`config.mk`:
```
export PLATFORM = sky130hd
export DESIGN_NAME = two_class_admission_queue
export DESIGN_NICKNAME = d
export VERILOG_FILES = /design/src/rtl/tcaq_pkg.sv /design/src/rtl/tcaq_ram.sv /design/src/rtl/two_class_admission_queue.sv
export SDC_FILE = /design/constraint.sdc
export NUM_CORES = 1
export LEC_CHECK = 0
export ABC_AREA = 1
export BUFFER_PORTS_ARGS = -buffer_cell sky130_fd_sc_hd__buf_2
export CORE_UTILIZATION = 55
export CTS_CLUSTER_SIZE = 14
export DETAILED_ROUTE_END_ITERATION = 8
export GPL_TIMING_DRIVEN = 0
export PLACE_DENSITY = 0.7
export RECOVER_POWER = 50
export SYNTH_ARGS = -nofsm -noshare
export SYNTH_HDL_FRONTEND = slang
export SYNTH_SLANG_ARGS = --single-unit
```
`constraint.sdc`:
```
create_clock -name clk -period 4.5 [get_ports clk]
set_clock_uncertainty 0.1 [all_clocks]
set_input_delay 0.45 -clock clk [delete_from_list [all_inputs] [get_ports clk]]
set_output_delay 0.45 -clock clk [all_outputs]
set_load 0.02 [all_outputs]
```
`src/rtl/tcaq_pkg.sv`:
```
// Package for the two-class admission queue.
// Holds sizes, operation and status codes, the sequencer state type and helpers.
// Depends on nothing.
`timescale 1ns / 1ps

package tcaq_pkg;

  localparam int QUEUE_DEPTH = 16;
  localparam int QADDR_W     = $clog2(QUEUE_DEPTH);
  localparam int LEN_W       = $clog2(QUEUE_DEPTH + 1);
  localparam int USER_W      = 8;
  localparam int SLOT_W      = 8;
  localparam int CNT_W       = 32;
  localparam int LIMIT_W     = 8;
  localparam int AHEAD_W     = 6;
  localparam int STATUS_W    = 3;
  localparam int OP_W        = 2;

  localparam logic [SLOT_W-1:0]  SLOT_MAX  = '1;
  localparam logic [CNT_W-1:0]   CNT_MAX   = '1;
  localparam logic [LEN_W-1:0]   LEN_FULL  = LEN_W'(QUEUE_DEPTH);

  localparam logic [LIMIT_W-1:0] ORD_LIMIT_RST  = LIMIT_W'(8);
  localparam logic [LIMIT_W-1:0] PRIO_LIMIT_RST = LIMIT_W'(16);

  localparam logic REG_ORD_LIMIT  = 1'b0;
  localparam logic REG_PRIO_LIMIT = 1'b1;

  localparam logic [OP_W-1:0] OP_REQUEST  = 2'd0;
  localparam logic [OP_W-1:0] OP_RELEASE  = 2'd1;
  localparam logic [OP_W-1:0] OP_WITHDRAW = 2'd2;

  localparam logic [STATUS_W-1:0] ST_GRANTED   = 3'd0;
  localparam logic [STATUS_W-1:0] ST_QUEUED    = 3'd1;
  localparam logic [STATUS_W-1:0] ST_RELEASED  = 3'd2;
  localparam logic [STATUS_W-1:0] ST_REL_ERROR = 3'd3;
  localparam logic [STATUS_W-1:0] ST_WITHDRAWN = 3'd4;
  localparam logic [STATUS_W-1:0] ST_NOT_FOUND = 3'd5;
  localparam logic [STATUS_W-1:0] ST_FULL      = 3'd6;

  typedef enum logic [2:0] {
    S_IDLE,
    S_POP,
    S_SRCH_RD,
    S_SRCH_CMP,
    S_SHIFT_RD,
    S_SHIFT_WR
  } seq_state_t;

  function automatic logic fits(input logic [SLOT_W-1:0] act,
                                input logic [LIMIT_W-1:0] limit);
    return (act < limit) && (act < SLOT_MAX);
  endfunction

  function automatic logic [CNT_W-1:0] sat_inc(input logic [CNT_W-1:0] v);
    return (v == CNT_MAX) ? v : v + CNT_W'(1);
  endfunction

endpackage

```
`src/rtl/tcaq_ram.sv`:
```
// Generic single-write, single-read RAM with registered read data.
// Depends on nothing.
`timescale 1ns / 1ps

module tcaq_ram #(
  parameter int WIDTH = 8,
  parameter int DEPTH = 16
) (
  input  logic                     clk,
  input  logic                     we,
  input  logic [$clog2(DEPTH)-1:0] waddr,
  input  logic [WIDTH-1:0]         wdata,
  input  logic [$clog2(DEPTH)-1:0] raddr,
  output logic [WIDTH-1:0]         rdata
);

  logic [WIDTH-1:0] mem [DEPTH];

  always_ff @(posedge clk) begin
    if (we) begin
      mem[waddr] <= wdata;
    end
    rdata <= mem[raddr];
  end

endmodule

```
`src/rtl/two_class_admission_queue.sv`:
```
// Top level of the two-class admission queue: sequencer, counters, FIFO pointers.
// Depends on tcaq_pkg and tcaq_ram (one RAM per class FIFO).
//
//   channel   handshake        payload
//   ------    ---------------  ---------------------------------------------------
//   event in  start / busy     op, user_id, is_priority
//   result    done (1 cycle)   status, ahead_count, grant_*, active_slots, *_total
//   config    cfg_we           cfg_addr, cfg_wdata
//
// Request and unknown op: done in the cycle after accept. Release: likewise, or
// via S_POP if a waiter is granted. Withdraw: S_SRCH_RD, S_SRCH_CMP per entry, then
// S_SHIFT_RD/S_SHIFT_WR per shifted entry, bounded by the single FIFO RAM read port.
// rst is synchronous and clears control state; FIFO contents are not cleared.
// The receiver cannot stall: each result is shown for exactly the done cycle.
`timescale 1ns / 1ps

module two_class_admission_queue (
  input  logic                               clk,
  input  logic                               rst,
  input  logic                               start,
  output logic                               busy,
  output logic                               done,
  input  logic [tcaq_pkg::OP_W-1:0]          op,
  input  logic [tcaq_pkg::USER_W-1:0]        user_id,
  input  logic                               is_priority,
  output logic [tcaq_pkg::STATUS_W-1:0]      status,
  output logic [tcaq_pkg::AHEAD_W-1:0]       ahead_count,
  output logic                               grant_valid,
  output logic [tcaq_pkg::USER_W-1:0]        grant_user,
  output logic                               grant_priority,
  output logic [tcaq_pkg::SLOT_W-1:0]        active_slots,
  output logic [tcaq_pkg::CNT_W-1:0]         total_requests,
  output logic [tcaq_pkg::CNT_W-1:0]         withdrawn_total,
  output logic [tcaq_pkg::CNT_W-1:0]         granted_total,
  input  logic                               cfg_we,
  input  logic                               cfg_addr,
  input  logic [tcaq_pkg::LIMIT_W-1:0]       cfg_wdata
);

  tcaq_pkg::seq_state_t state, state_next;

  logic [tcaq_pkg::LIMIT_W-1:0]  ordinary_limit, priority_limit;
  logic [tcaq_pkg::SLOT_W-1:0]   active_count, active_count_next;
  logic [tcaq_pkg::QADDR_W-1:0]  p_head, p_head_next, o_head, o_head_next;
  logic [tcaq_pkg::LEN_W-1:0]    p_len, p_len_next, o_len, o_len_next;
  logic [tcaq_pkg::CNT_W-1:0]    req_cnt, req_cnt_next;
  logic [tcaq_pkg::CNT_W-1:0]    wd_cnt, wd_cnt_next;
  logic [tcaq_pkg::CNT_W-1:0]    gr_cnt, gr_cnt_next;
  logic [tcaq_pkg::USER_W-1:0]   user_q, user_q_next;
  logic                          cls_q, cls_q_next;
  logic [tcaq_pkg::LEN_W-1:0]    idx, idx_next;
  logic                          done_next;
  logic [tcaq_pkg::STATUS_W-1:0] status_next;
  logic [tcaq_pkg::AHEAD_W-1:0]  ahead_next;
  logic                          gvalid_next, gprio_next;
  logic [tcaq_pkg::USER_W-1:0]   guser_next;

  logic                          p_we, o_we;
  logic [tcaq_pkg::QADDR_W-1:0]  waddr, raddr;
  logic [tcaq_pkg::USER_W-1:0]   wdata, p_rdata, o_rdata, rd_data;
  logic [tcaq_pkg::QADDR_W-1:0]  head_cur;
  logic [tcaq_pkg::LEN_W-1:0]    len_cur, idx_inc;
  logic [tcaq_pkg::SLOT_W-1:0]   act_dec;

  tcaq_ram #(.WIDTH(tcaq_pkg::USER_W), .DEPTH(tcaq_pkg::QUEUE_DEPTH)) u_prio_ram (
    .clk   (clk),
    .we    (p_we),
    .waddr (waddr),
    .wdata (wdata),
    .raddr (raddr),
    .rdata (p_rdata)
  );

  tcaq_ram #(.WIDTH(tcaq_pkg::USER_W), .DEPTH(tcaq_pkg::QUEUE_DEPTH)) u_ord_ram (
    .clk   (clk),
    .we    (o_we),
    .waddr (waddr),
    .wdata (wdata),
    .raddr (raddr),
    .rdata (o_rdata)
  );

  assign busy            = (state != tcaq_pkg::S_IDLE);
  assign active_slots    = active_count;
  assign total_requests  = req_cnt;
  assign withdrawn_total = wd_cnt;
  assign granted_total   = gr_cnt;

  assign rd_data  = cls_q ? p_rdata : o_rdata;
  assign head_cur = cls_q ? p_head : o_head;
  assign len_cur  = cls_q ? p_len : o_len;
  assign idx_inc  = idx + tcaq_pkg::LEN_W'(1);
  assign act_dec  = active_count - tcaq_pkg::SLOT_W'(1);

  always_ff @(posedge clk) begin
    if (rst) begin
      state          <= tcaq_pkg::S_IDLE;
      ordinary_limit <= tcaq_pkg::ORD_LIMIT_RST;
      priority_limit <= tcaq_pkg::PRIO_LIMIT_RST;
      active_count   <= '0;
      p_head         <= '0;
      o_head         <= '0;
      p_len          <= '0;
      o_len          <= '0;
      req_cnt        <= '0;
      wd_cnt         <= '0;
      gr_cnt         <= '0;
      done           <= 1'b0;
    end else begin
      state        <= state_next;
      active_count <= active_count_next;
      p_head       <= p_head_next;
      o_head       <= o_head_next;
      p_len        <= p_len_next;
      o_len        <= o_len_next;
      req_cnt      <= req_cnt_next;
      wd_cnt       <= wd_cnt_next;
      gr_cnt       <= gr_cnt_next;
      done         <= done_next;
      if (cfg_we) begin
        if (cfg_addr == tcaq_pkg::REG_ORD_LIMIT) begin
          ordinary_limit <= cfg_wdata;
        end else begin
          priority_limit <= cfg_wdata;
        end
      end
    end
  end

  always_ff @(posedge clk) begin
    user_q         <= user_q_next;
    cls_q          <= cls_q_next;
    idx            <= idx_next;
    status         <= status_next;
    ahead_count    <= ahead_next;
    grant_valid    <= gvalid_next;
    grant_user     <= guser_next;
    grant_priority <= gprio_next;
  end

  always_comb begin
    state_next        = state;
    active_count_next = active_count;
    p_head_next       = p_head;
    o_head_next       = o_head;
    p_len_next        = p_len;
    o_len_next        = o_len;
    req_cnt_next      = req_cnt;
    wd_cnt_next       = wd_cnt;
    gr_cnt_next       = gr_cnt;
    user_q_next       = user_q;
    cls_q_next        = cls_q;
    idx_next          = idx;
    done_next         = 1'b0;
    status_next       = status;
    ahead_next        = ahead_count;
    gvalid_next       = grant_valid;
    guser_next        = grant_user;
    gprio_next        = grant_priority;
    p_we              = 1'b0;
    o_we              = 1'b0;
    waddr             = head_cur + idx[tcaq_pkg::QADDR_W-1:0];
    wdata             = rd_data;
    raddr             = head_cur + idx[tcaq_pkg::QADDR_W-1:0];

    unique case (state)
      tcaq_pkg::S_IDLE: begin
        if (start) begin
          user_q_next = user_id;
          cls_q_next  = is_priority;
          idx_next    = '0;
          ahead_next  = '0;
          gvalid_next = 1'b0;
          guser_next  = '0;
          gprio_next  = 1'b0;
          status_next = tcaq_pkg::ST_REL_ERROR;
          done_next   = 1'b1;
          case (op)
            tcaq_pkg::OP_REQUEST: begin
              req_cnt_next = tcaq_pkg::sat_inc(req_cnt);
              wdata        = user_id;
              if (is_priority ? tcaq_pkg::fits(active_count, priority_limit)
                              : tcaq_pkg::fits(active_count, ordinary_limit)) begin
                active_count_next = active_count + tcaq_pkg::SLOT_W'(1);
                gr_cnt_next       = tcaq_pkg::sat_inc(gr_cnt);
                status_next       = tcaq_pkg::ST_GRANTED;
              end else if (is_priority) begin
                if (p_len == tcaq_pkg::LEN_FULL) begin
                  status_next = tcaq_pkg::ST_FULL;
                end else begin
                  p_we        = 1'b1;
                  waddr       = p_head + p_len[tcaq_pkg::QADDR_W-1:0];
                  p_len_next  = p_len + tcaq_pkg::LEN_W'(1);
                  ahead_next  = tcaq_pkg::AHEAD_W'(p_len);
                  status_next = tcaq_pkg::ST_QUEUED;
                end
              end else begin
                if (o_len == tcaq_pkg::LEN_FULL) begin
                  status_next = tcaq_pkg::ST_FULL;
                end else begin
                  o_we        = 1'b1;
                  waddr       = o_head + o_len[tcaq_pkg::QADDR_W-1:0];
                  o_len_next  = o_len + tcaq_pkg::LEN_W'(1);
                  ahead_next  = tcaq_pkg::AHEAD_W'(p_len) + tcaq_pkg::AHEAD_W'(o_len);
                  status_next = tcaq_pkg::ST_QUEUED;
                end
              end
            end
            tcaq_pkg::OP_RELEASE: begin
              if (active_count != '0) begin
                active_count_next = act_dec;
                status_next       = tcaq_pkg::ST_RELEASED;
                if (p_len != '0 && tcaq_pkg::fits(act_dec, priority_limit)) begin
                  raddr      = p_head;
                  cls_q_next = 1'b1;
                  done_next  = 1'b0;
                  state_next = tcaq_pkg::S_POP;
                end else if (p_len == '0 && o_len != '0
                             && tcaq_pkg::fits(act_dec, ordinary_limit)) begin
                  raddr      = o_head;
                  cls_q_next = 1'b0;
                  done_next  = 1'b0;
                  state_next = tcaq_pkg::S_POP;
                end
              end
            end
            tcaq_pkg::OP_WITHDRAW: begin
              done_next  = 1'b0;
              state_next = tcaq_pkg::S_SRCH_RD;
            end
            default: begin
            end
          endcase
        end
      end

      tcaq_pkg::S_POP: begin
        gvalid_next       = 1'b1;
        guser_next        = rd_data;
        gprio_next        = cls_q;
        active_count_next = active_count + tcaq_pkg::SLOT_W'(1);
        gr_cnt_next       = tcaq_pkg::sat_inc(gr_cnt);
        if (cls_q) begin
          p_head_next = p_head + tcaq_pkg::QADDR_W'(1);
          p_len_next  = p_len - tcaq_pkg::LEN_W'(1);
        end else begin
          o_head_next = o_head + tcaq_pkg::QADDR_W'(1);
          o_len_next  = o_len - tcaq_pkg::LEN_W'(1);
        end
        done_next  = 1'b1;
        state_next = tcaq_pkg::S_IDLE;
      end

      tcaq_pkg::S_SRCH_RD: begin
        if (idx == len_cur) begin
          status_next = tcaq_pkg::ST_NOT_FOUND;
          done_next   = 1'b1;
          state_next  = tcaq_pkg::S_IDLE;
        end else begin
          state_next = tcaq_pkg::S_SRCH_CMP;
        end
      end

      tcaq_pkg::S_SRCH_CMP: begin
        if (rd_data == user_q) begin
          state_next = tcaq_pkg::S_SHIFT_RD;
        end else begin
          idx_next   = idx_inc;
          state_next = tcaq_pkg::S_SRCH_RD;
        end
      end

      tcaq_pkg::S_SHIFT_RD: begin
        raddr = head_cur + idx_inc[tcaq_pkg::QADDR_W-1:0];
        if (idx_inc >= len_cur) begin
          if (cls_q) begin
            p_len_next = p_len - tcaq_pkg::LEN_W'(1);
          end else begin
            o_len_next = o_len - tcaq_pkg::LEN_W'(1);
          end
          wd_cnt_next = tcaq_pkg::sat_inc(wd_cnt);
          status_next = tcaq_pkg::ST_WITHDRAWN;
          done_next   = 1'b1;
          state_next  = tcaq_pkg::S_IDLE;
        end else begin
          state_next = tcaq_pkg::S_SHIFT_WR;
        end
      end

      tcaq_pkg::S_SHIFT_WR: begin
        p_we       = cls_q;
        o_we       = !cls_q;
        idx_next   = idx_inc;
        state_next = tcaq_pkg::S_SHIFT_RD;
      end

      default: begin
        state_next = tcaq_pkg::S_IDLE;
      end
    endcase
  end

endmodule

```
Word level (Yosys, flattened, before mapping)
Memory sizes are Yosys's and may differ from the RTL's. A register that Yosys moved wholly into a read port is not among the register bits.
Cells that the tools add are included.
- logic and storage cells: 220
- input port bits: 24
- RAM bits: 256
- memories kept: 2
- bits in registers: 175
- output and inout port bits: 125
- memories (memory ; words ; bits a word ; rd ports ; clocked after memory_dff ; wr ports ; RTL line ; text):
    u_ord_ram.mem ; 16 ; 8 ; 1 ; 1 ; 1 ; tcaq_ram.sv:17 ; logic [WIDTH-1:0] mem [DEPTH];
    u_prio_ram.mem ; 16 ; 8 ; 1 ; 1 ; 1 ; tcaq_ram.sv:17 ;
- reduce and logical (&&, ||, !) cells: 35
- $add $sub $neg: 17
- bitwise logic cells: 5
- muxes and demuxes: 104
- order comparisons: 7
- equality and inequality tests: 30
- operators with widths (kind ; count):
    $mux 32 ; 4
    $add 32x1->32 const B ; 3
    $eq 32x32->1 const B ; 3
    $mux 5 ; 18
    $mux 8 ; 8
    $pmux 32 s2 ; 1
    $mux 4 ; 13
    $pmux 8 s2 ; 3
    $pmux 5 s3 ; 3
    $mux 3 ; 13
    $lt 8x8->1 ; 4
    $mux 1 ; 27
    $ne 2x2->1 const B ; 10
    $add 4x4->4 ; 4
    $lt 8x8->1 const B ; 2
    $reduce_and 4->1 ; 4
    $add 5x1->5 const B ; 3
    $pmux 3 s5 ; 1
    $reduce_and 7->1 ; 2
    $mux 6 ; 2
    $pmux 3 s2 ; 2
    $reduce_and 2->1 ; 6
    $reduce_bool 3->1 ; 4
    $eq 5x5->1 const B ; 2
    other kinds (34) ; 56

Logic depth before layout (Yosys ltp)
Gate-level depths: netlist of the first run.
- word-level depth: 10
- depth in mapped cells: 29
- mapped depth without buffers: 26

By module
A second synthesis of the first run with hierarchy kept.
- cells, all modules: 2789
- area total of the unflattened synthesis: 23207.3 um^2
- by module, submodules not included (module ; cells an instance ; area an instance (um^2) ; instances ; seq. area each (um^2)):
    two_class_admission_queue ; 1687 ; 11673.7 ; 1 ; 3833.7
    tcaq_ram ; 551 ; 5766.8 ; 2 ; 4003.8

Worst setup path before layout of the first run
Ideal clock, no wire load.
- path type: reg2reg
- from: register cls_q
- to: memory u_ord_ram.mem[7][0] (enable)
- arrival: 3.575 ns
- cell stages (with the launch flop): 18
- path buffers: 3
- setup time: 0.383 ns
- data required time: 4.017 ns
- period minus slack after synthesis: 4.058 ns
- setup slack: 0.442 ns
- cells stage by stage: edfxtp_1 clkbuf_1 clkbuf_1 clkbuf_1 nand2_1 o21ai_0 inv_1 ha_1 nand2_1 nor2_1 a211oi_1 xnor2_1 nand2_1 o21ai_0 o21ai_0 o21ai_1 nand2_1 nor3_1
- word-level cells in the longest chain between the ends: 8
- elaborated cells on any way between the ends: 13
- those cells by class: add/sub: 1; mux: 11; reduce/logical: 1
- RTL lines (item ; RTL line ; text):
    start, declared ; two_class_admission_queue.sv:50 ; logic cls_q, cls_q_next;
    start signal, assigned ; two_class_admission_queue.sv:132 ; cls_q <= cls_q_next;
    $mux 4 ; two_class_admission_queue.sv:90 ; assign head_cur = cls_q ? p_head : o_head;
    $add 4x4->4 ; two_class_admission_queue.sv:162 ; waddr = head_cur + idx[tcaq_pkg::QADDR_W-1:0];
    $mux 4 (on tied branches) ; two_class_admission_queue.sv:198, two_class_admission_queue.sv:188 ;
    $mux 4 ; two_class_admission_queue.sv:187 ; end else if (is_priority) begin
    $mux 4 ; two_class_admission_queue.sv:182 ; if (is_priority ? tcaq_pkg::fits(active_count, priority_limit)
    $mux 4 ; two_class_admission_queue.sv:178 ; case (op)
    $mux 4 ; two_class_admission_queue.sv:168 ; if (start) begin
    $mux 4 ; two_class_admission_queue.sv:166 ; unique case (state)
    end, declared ; tcaq_ram.sv:17 ;
Parallel ways exist; a longest one is shown, timed or not.

Final worst setup path of the first run
- from: register cls_q
- to: memory u_ord_ram.mem[10][3] (enable)
The elaborated chain is that of the path after synthesis.

==> flow_summary_export.csv, run 1 <==
group,metric,value,unit
synthesis,yosys.area.top_type,"edfxtp_1",
clocking,cts.reportedPaths.clkPinSlew,60,ps
timing,max_clock_freq,229,MHz
timing,worst_pin_slew,2170,ps
final_layout,fin_cells,3402,
synthesis,syn_inst,2617,
global_routing,grt_max_degree,31,
power,p_int,8.29,mW
timing,period_share,96.9,%
timing,finalSetupViolations,0,
worst_setup_path,critical_path_class,"reg2reg",
clocking,numClockSinks,447,
power,power.density,482,mW/mm²
final_layout,post-route-cell-area,0.0260,mm²
synthesis,synth_common_cells,"nand2_1 (627), nand3_1 (304), inv_1 (294)",
synthesis,synth.top_cell.area_share,38.3,%
place,dp_hpwl,48900,µm
power,leakagePower,10.3,nW
routing,first_pass_iters,5,
clocking,clk_latency,620,ps
worst_setup_path,r2r_start,"cls_q$_DFFE_PP_",
floorplanning,rows,73,
place,place_ws,-1390,ps
synthesis,synth-simple-area-share,26.2,%
timing,rsz0062_at_grt,"no",
worst_setup_path,end_kind,"flip-flop",
power,swShare,33.9,%
place,dp_cells,3299,
timing,maxSlewHeadroom,-46.3,%
final_layout,syn_to_final_growth,15.0,%
clocking,cts_max_path_buffers,3,
floorplanning,initial_core_util,56.4,%
timing,setup_ws,138,ps
final_layout,drive_above_1_share,7.83,%
place,gp_congestion,0.978,
synthesis,synth_nets,2711,
floorplanning,dieHeight,205,µm
place,place_area,0.0243,mm²
synthesis,async_flop_share,0,%
timing,min_period,4360,ps
worst_setup_path,cpMaxStageDelayCell,"fa_1",
timing,final_hold_viol_count,0,
clocking,cts_root_buf,"clkbuf_16",
global_routing,overflow,0,
worst_setup_path,crit_path_start_kind,"flip-flop",
job,cap_violations,5,
synthesis,synth.area.top_cells,"edfxtp_1 (38%), dfxtp_1 (14%), nand2_1 (10%)",
routing,totalWireLength,67300,µm
power,combPwrFrac,27.6,%
synthesis,synth.most_common_cell,"nand2_1",
synthesis,yosysWarnings,0,
worst_setup_path,slowest_delay,540,ps
clocking,tritoncts,"built",
synthesis,synth_top_family_by_area,"simple AND/OR/NAND/NOR gates",
outcome,status,"finished with violations",
routing,wire_per_inst,19.8,µm
hold_path,hp-start,"cfg_wdata[0]",
floorplanning,fp.dieArea,0.0420,mm²
synthesis,synth_xor_xnor_area_share,2.24,%
worst_setup_path,worstPathMaxFanout,19,
power,total_power,12.6,mW
power,seqPwrFrac,39.9,%
power,max-vdd-ir-drop,0.351,mV
timing,setup_tns,0,ps
floorplanning,io_pins,149,
synthesis,synth_compound_area_share,7.37,%
global_routing,grt_pass1_vias,18300,
synthesis,ys_seq_elements,447,
worst_setup_path,cp.required,4630,ps
power,p_clk_share,32.5,%
synthesis,muxShareOfSynthArea,0.354,%
global_routing,grt_pass1_wl,102000,µm
synthesis,synth-main-ff-cell,"edfxtp_1",
global_routing,grt_use_total,31.8,%
clocking,cts_made_buffers,49,
routing,viasPerCell,5.76,
synthesis,yosysUniqueCellTypes,56,
power,switchingPower,4.26,mW
synthesis,synth_fa_ha_area_share,4.10,%
worst_setup_path,reg2reg_setup_slack,140,ps
routing,drt_iter0_drc,2014,
synthesis,avgSynthCellArea,8.65,µm²
synthesis,synth_edf_count,289,
worst_setup_path,crit_chain,"buf_2, buf_4, nand2_1, o21ai_1, ha_1, inv_1, fa_1, inv_1, a21oi_1, o21ai_0, nand3_1, o21ai_0, nand2_1, inv_1, nand2_1, nor2_2",
worst_setup_path,crit_arrival,4490,ps
global_routing,antenna_found_initial,1,
synthesis,seq_area_frac_synth,52.3,%
worst_setup_path,crit_start,"cls_q$_DFFE_PP_",
routing,num_vias,19600,
place,io_buffers,148,
final_layout,final_nets,2928,
floorplanning,die_w,205,µm
clocking,htree_num_levels,2,
outcome,failed_checks,"capacitance limit, slew limit",
routing,drc,0,
synthesis,synth_area,0.0226,mm²
floorplanning,coreArea,0.0402,mm²
hold_path,hold_path_class,"in2reg",
timing,slew_violations,81,
routing,postRouteAntennaNets,0,
layout make-up:
cell class	count	area, µm²
Antenna cell	2	5.00
Buffer	96	534
Clock buffer	62	1320
Clock inverter	30	305
Fill cell	3473	14100
Inverter	304	1140
Multi-Input combinational cell	1769	9390
Sequential cell	447	11800
Tap cell	525	657
Timing Repair Buffer	167	852
sequential cells by signal (all words and copies together) (netlist names), 32 cells and up:
register and count:
granted_total 32, total_requests 32, u_ord_ram.mem 128, u_prio_ram.mem 128, withdrawn_total 32
cell usage in the layout, fill, tap and decap left out, types with 9 or more instances in the layout:
cell / instances
nand4_1: 31
nand3_1: 304
nand3b_1: 49
clkbuf_16: 50
nor2_2: 16
a21oi_1: 139
dfxtp_1: 158
edfxtp_1: 289
clkbuf_1: 183
o21ai_1: 10
buf_6: 11
nor2_4: 17
buf_2: 43
buf_4: 16
inv_1: 297
nor2_1: 160
xnor2_1: 22
nor3_1: 64
nor4_1: 18
dlygate4sd3_1: 10
xor2_1: 36
nand2_1: 625
ha_1: 63
clkinv_1: 9
o21ai_0: 101
nor3_4: 12
clkinv_2: 11
critical path: cells and delay by family, from the launching register on:
family                     cells  cell delay, ps
AOI/OAI and AO/OA              4             590
and+or+nand+nor                5            1070
buffers and inverters          5            1060
adders and majority gates      2             730
DFF                            1             410
what timing repair did:
| action | in CTS | in global routing |
|---|---|---|
| endpoints found under the setup margin | 288 | 194 |
| hold endpoints to repair | 10 | 0 |
| hold buffers | 10 | 0 |
| buffers inserted | 0 | 0 |
| resized for setup | 51 | 14 |
routing by layer:
layer  GRT usage (%)  wire length [µm]
met1            42.9             28200
met2            51.5             31000
met3            4.88              5640
met4            12.5              2450
met5               0                 0
worst paths after layout:
path                               endpoint  cells after the start
max          u_ord_ram.mem[10][3]$_DFFE_PP_                     16
max reg2reg  u_ord_ram.mem[10][3]$_DFFE_PP_                     16
min          ordinary_limit[0]$_SDFFE_PP0P_                      3
min reg2reg  total_requests[4]$_SDFFE_PP0P_                      2
power groups by stage:
stage / logic [mW] / registers [mW] / clock network (mW)
2_1_floorplan: 2.00 / 5.12 / 0
6_report: 3.47 / 5.00 / 4.08
3_5_place_dp: 3.42 / 5.07 / 0
4_1_cts: 3.48 / 4.99 / 4.11
5_1_grt: 3.73 / 5.02 / 4.28
3_3_place_gp: 3.08 / 5.16 / 0
logic make-up (layout without fill, tap and decap cells):
group / count (synthesis) / after routing
adder cells (fa/ha/maj): 70 / 70
multiplexers: 8 / 8
XOR/XNOR: 58 / 58
flip-flops: 447 / 447
buffers and inverters: 401 / 659
other: 0 / 2
AND/OR/NAND/NOR: 1327 / 1327
AO/OA/AOI/OAI: 306 / 306
through the flow:
stage	utilization [%]	hold WS, ps
global route	64.8	36.9
global placement	59.8	364
finish	64.8	40.6
detailed placement	60.6	387
floorplan	-	358
CTS	65.3	20.8
Power figures use the tool's default switching activity.
==> run 2, diff against run 1 <==
Settings changed: ABC_AREA 1 to unset, PLACE_DENSITY 0.7 to 0.71.
==> flow_summary_export.csv, run 2 <==
group,metric,value,unit
power,max-vdd-ir-drop,0.260,mV
routing,postRouteAntennaNets,0,
place,place_ws,-1050,ps
power,leakagePower,8.80,nW
final_layout,syn_to_final_growth,19.7,%
synthesis,synth.most_common_cell,"edfxtp_1",
floorplanning,io_pins,149,
worst_setup_path,cpMaxStageDelayCell,"nor2b_1",
synthesis,synth_area,0.0207,mm²
final_layout,fin_util,67.3,%
floorplanning,die_w,196,µm
routing,drc,0,
floorplanning,coreArea,0.0369,mm²
routing,viasPerCell,5.97,
global_routing,grt_pass1_vias,14200,
clocking,cts_made_buffers,46,
synthesis,syn_inst,1776,
clocking,numClockSinks,447,
routing,wire_per_inst,21.5,µm
hold_path,hold_path_class,"in2reg",
clocking,htree_num_levels,2,
synthesis,synth.area.top_cells,"edfxtp_1 (42%), dfxtp_1 (15%), ha_1 (3.8%)",
hold_path,min_delay_path_depth,3,
place,gp_congestion,0.928,
final_layout,diodes,0,
timing,rsz0062_at_grt,"yes",
clocking,cts.reportedPaths.clkPinSlew,60,ps
worst_setup_path,cp.required,4610,ps
routing,drt_iter0_drc,1278,
timing,worst_pin_slew,1320,ps
place,dp_hpwl,37400,µm
synthesis,yosysUniqueCellTypes,76,
routing,totalWireLength,55100,µm
floorplanning,rows,70,
worst_setup_path,slowest_delay,870,ps
synthesis,synth-main-ff-cell,"edfxtp_1",
timing,period_share,103,%
final_layout,layout_common_cells,"edfxtp_1 (289), clkbuf_1 (181), nor2_1 (165)",
timing,setup_tns,-2360,ps
worst_setup_path,reg2reg_depth,11,
floorplanning,initial_core_util,56.2,%
synthesis,ys_seq_elements,447,
worst_setup_path,crit_path_start_kind,"flip-flop",
worst_setup_path,critical_path_class,"reg2reg",
clocking,clk_latency,600,ps
synthesis,yosys.area.top_type,"edfxtp_1",
final_layout,final_nets,2111,
worst_setup_path,crit_arrival,4740,ps
floorplanning,fp.dieArea,0.0385,mm²
clocking,cts_max_path_buffers,3,
global_routing,grt_max_degree,33,
synthesis,yosysWarnings,0,
routing,num_vias,15300,
power,total_power,10.2,mW
synthesis,synth.top_cell.area_share,41.9,%
timing,hold_slack,11.5,ps
final_layout,drive_above_1_share,16.7,%
clocking,tritoncts,"built",
timing,final_hold_viol_count,0,
timing,max_clock_freq,216,MHz
floorplanning,dieHeight,196,µm
timing,finalSetupViolations,51,
worst_setup_path,worstPathMaxFanout,10,
global_routing,grt_pass1_wl,82100,µm
timing,maxSlewHeadroom,11.9,%
synthesis,synth_nets,1870,
outcome,status,"finished with violations",
synthesis,async_flop_share,0,%
clocking,cts_root_buf,"clkbuf_16",
timing,min_period,4620,ps
worst_setup_path,crit_chain,"buf_2, and3_1, nand3_1, nor2_1, or3_1, or2_1, o311ai_0, nor4_2, o22a_1, nand2_1, nor2b_1",
synthesis,synth_edf_count,289,
synthesis,seq_area_frac_synth,57.1,%
final_layout,final_common_cell,"edfxtp_1",
synthesis,synth_common_cells,"edfxtp_1 (289), nor2_1 (185), dfxtp_1 (158)",
final_layout,largestRegisters,"u_ord_ram.mem (128), u_prio_ram.mem (128)",
global_routing,antenna_found_initial,0,
timing,setup_ws,-124,ps
global_routing,grt_use_total,27.7,%
synthesis,avgSynthCellArea,11.7,µm²
global_routing,overflow,0,
place,io_buffers,146,
job,cap_violations,0,
outcome,failed_checks,"setup timing",
timing,slew_violations,0,
worst_setup_path,end_kind,"flip-flop",
power,power.density,412,mW/mm²
routing,first_pass_iters,5,
run 2: cell types whose count changed after synthesis, moves of 31 or more:
cell / delta
a221o_1: +33
mux2_1: +31
nor3_1: -55
nand2_1: -523
o21ai_0: -75
nand3b_1: -46
mux2_2: +38
nand3_1: -253
inv_1: -242
a22o_1: +33
xor2_1: +41
a22oi_1: +35
run 2: critical path, delay by kind of cell (launching register included):
| kind | cells | cell delay (ps) |
|---|---|---|
| compound gates | 2 | 620 |
| buf+inv | 1 | 290 |
| flops | 1 | 500 |
| simple gates | 8 | 2740 |
run 2: where the power goes:
group	internal, mW	switching (mW)
clock	2.30	1.64
sequential	4.62	0.0556
combinational	0.602	1.01
run 2: logic make-up after synthesis:
kind of cell               synth area share (%)
AOI/OAI and AO/OA                          12.4
xor gates and xnor gates                   5.28
adders and majority gates                  4.48
buffers and inverters                      2.91
DFF                                        57.1
muxes                                      4.91
and+or+nand+nor                            13.0
run 2: final timing paths:
kind	from	to	slack [ps]
hold reg to reg	ordinary_limit[5]$_SDFFE_PP0P_	ordinary_limit[5]$_SDFFE_PP0P_	360
setup / recovery	active_slots[3]$_SDFFE_PP0P_	u_ord_ram.mem[14][1]$_DFFE_PP_	-120
hold / removal	cfg_wdata[0]	ordinary_limit[0]$_SDFFE_PP0P_	10
setup reg to reg	active_slots[3]$_SDFFE_PP0P_	u_ord_ram.mem[14][1]$_DFFE_PP_	-120
run 2: area by class of cell:
class                      count  area (µm²)
fill                        2755       12000
sequential                   447       11900
multi-input combinational   1191        8880
clock buffer                  62        1270
timing repair buffer         199        1210
tap                          504         631
buffer                        80         492
clock inverter                24         292
inverter                      52         195
run 2: stage by stage:
| stage | area [µm²] | std cells |
|---|---|---|
| CTS | 24300 | 2540 |
| detailed placement | 22200 | 2432 |
| global placement | 22100 | 2426 |
| finish | 24800 | 2559 |
| global route | 24800 | 2559 |
| floorplan | 20700 | 1776 |
run 2: routing by layer:
| layer | vias to the layer above | wire (µm) | GRT usage [%] |
|---|---|---|---|
| met5 | - | 0 | 0 |
| met2 | 616 | 25000 | 42.5 |
| met3 | 75 | 4070 | 4.95 |
| li1 | 7088 | - | - |
| met1 | 7509 | 24900 | 40.7 |
| met4 | 0 | 1140 | 7.06 |
run 2: repair_timing:
action | in CTS | in global routing
endpoints found under the hold margin | 10 | 0
setup endpoints to repair | 317 | 256
setup buffers | 15 | 14
cloned | 1 | 7
hold buffers | 10 | 0
pin swaps | 25 | 44
gates resized for setup | 67 | 129
==> run 3, diff against run 2 <==
Settings changed: PLACE_DENSITY 0.71 to 0.74.
Clock period 4.5 ns to 3.8 ns, I/O delays scaled along.
==> flow_summary_export.csv, run 3 (synthesized netlist as in run 2, its figures left out) <==
group,metric,value,unit
outcome,status,"finished with violations",
outcome,failed_checks,"setup timing",
floorplanning,coreArea,0.0369,mm²
floorplanning,dieHeight,196,µm
global_routing,grt_pass1_vias,14700,
place,place_ws,-1260,ps
power,switchingPower,3.15,mW
routing,num_vias,15500,
global_routing,antenna_found_initial,0,
final_layout,fin_util,68.2,%
final_layout,fin_cells,2567,
place,dp_hpwl,36300,µm
timing,min_period,4630,ps
routing,first_pass_iters,6,
final_layout,layout_common_cells,"edfxtp_1 (289), clkbuf_1 (184), nor2_1 (158)",
timing,maxSlewHeadroom,22.0,%
final_layout,drive_above_1_share,17.8,%
final_layout,final_nets,2121,
clocking,numClockSinks,447,
power,swShare,26.4,%
timing,period_share,122,%
timing,setup_tns,-14050,ps
floorplanning,rows,70,
global_routing,overflow,0,
clocking,cts_max_path_buffers,3,
routing,postRouteAntennaNets,0,
routing,wire_per_inst,21.4,µm
clocking,cts.reportedPaths.clkPinSlew,60,ps
routing,drc,0,
power,power.density,475,mW/mm²
worst_setup_path,critical_path_class,"reg2reg",
final_layout,diodes,0,
global_routing,grt_pass1_wl,82900,µm
power,total_power,11.9,mW
floorplanning,die_w,196,µm
worst_setup_path,crit_arrival,4970,ps
floorplanning,io_pins,149,
routing,viasPerCell,6.05,
timing,worst_pin_slew,1170,ps
worst_setup_path,cp.required,4130,ps
hold_path,hold_path_class,"in2reg",
worst_setup_path,path_delay_family,"compound AO/OA/AOI/OAI gates",
timing,hold_slack,197,ps
timing,final_hold_viol_count,0,
clocking,tritoncts,"built",
power,max-vdd-ir-drop,0.281,mV
power,combPwrFrac,15.8,%
timing,slew_violations,0,
floorplanning,initial_core_util,56.2,%
timing,max_clock_freq,216,MHz
timing,finalSetupViolations,65,
final_layout,fill_cells,2603,
power,p_int,8.80,mW
final_layout,final_common_cell,"edfxtp_1",
final_layout,syn_to_final_growth,21.2,%
place,gp_congestion,0.917,
power,p_clk_share,37.9,%
worst_setup_path,worstPathMaxFanout,10,
routing,drt_iter0_drc,1450,
final_layout,largestRegisters,"u_ord_ram.mem (128), u_prio_ram.mem (128)",
place,dp_cells,2429,
global_routing,grt_max_degree,33,
power,leakagePower,8.80,nW
worst_setup_path,crit_path_start_kind,"flip-flop",
clocking,clk_latency,580,ps
worst_setup_path,end_kind,"flip-flop",
clocking,htree_num_levels,2,
worst_setup_path,crit_chain,"buf_6, or3_4, o31a_1, or2_4, ha_4, a21oi_2, nand2_1, a221oi_2, o311ai_2, and2_1, buf_6, o22a_1, o221ai_2, o211a_4, buf_12, buf_12, mux2_1, a22oi_1, o211ai_1",
floorplanning,fp.dieArea,0.0385,mm²
final_layout,post-route-cell-area,0.0251,mm²
clocking,cts_made_buffers,46,
place,place_area,0.0223,mm²
worst_setup_path,cpMaxStageDelayCell,"or3_4",
routing,totalWireLength,54900,µm
worst_setup_path,slowest_delay,350,ps
timing,setup_ws,-834,ps
job,cap_violations,0,
place,io_buffers,146,
power,seqPwrFrac,46.4,%
global_routing,grt_use_total,27.9,%
timing,rsz0062_at_grt,"yes",
worst_setup_path,crit_buf_inv,4,
clocking,cts_root_buf,"clkbuf_16",
==> run 3: timing repair <==
item                                   4_1_cts  5_1_grt
resized for setup                          138      108
endpoints found under the hold margin       20        0
pin swaps                                   32       35
gates cloned                                 2        0
buffers inserted                            22       20
hold buffers                                16        0
setup endpoints to repair                  324      309
==> run 3: tightest hold or removal path: stages <==
cell and delay, ps:
buf_2 140, a221oi_1 60, o21ai_0 60, and2_1 130
==> run 3: cell type report <==
class	instances	area, µm²	area share (%)
clock buffers	67	1300	5.18
well taps	504	631	2.51
clock inverters	17	203	0.806
plain buffers	81	526	2.09
multi-input cells	1191	9160	36.5
flip-flops and latches	447	11900	47.1
inverters	52	195	0.777
repair buffers	208	1260	5.03
==> run 3: routing by layer <==
metal	share of wire [%]	global-route usage [%]
met1	43	40.6
met2	46	43.3
met3	8.7	4.18
met4	2.4	7.90
met5	0	0
==> run 3: power groups by stage <==
stage          clock, mW  sequential [mW]  combinational [mW]
3_3_place_gp           0             5.66                1.47
3_5_place_dp           0             5.64                1.58
5_1_grt             4.74             5.55                2.01
4_1_cts             4.56             5.54                1.74
2_1_floorplan          0             5.65               0.988
6_report            4.52             5.54                1.89
==> run 3: final timing paths <==
path / start / to / slack, ps / cells after the start
hold reg to reg: priority_limit[5]$_SDFFE_PP0P_ / priority_limit[5]$_SDFFE_PP0P_ / 360 / 2
setup reg to reg: active_slots[2]$_SDFFE_PP0P_ / u_ord_ram.rdata[5]$_DFF_P_ / -830 / 19
hold / removal: op[1] / status[0]$_DFFE_PP_ / 200 / 4
setup / recovery: active_slots[2]$_SDFFE_PP0P_ / u_ord_ram.rdata[5]$_DFF_P_ / -830 / 19
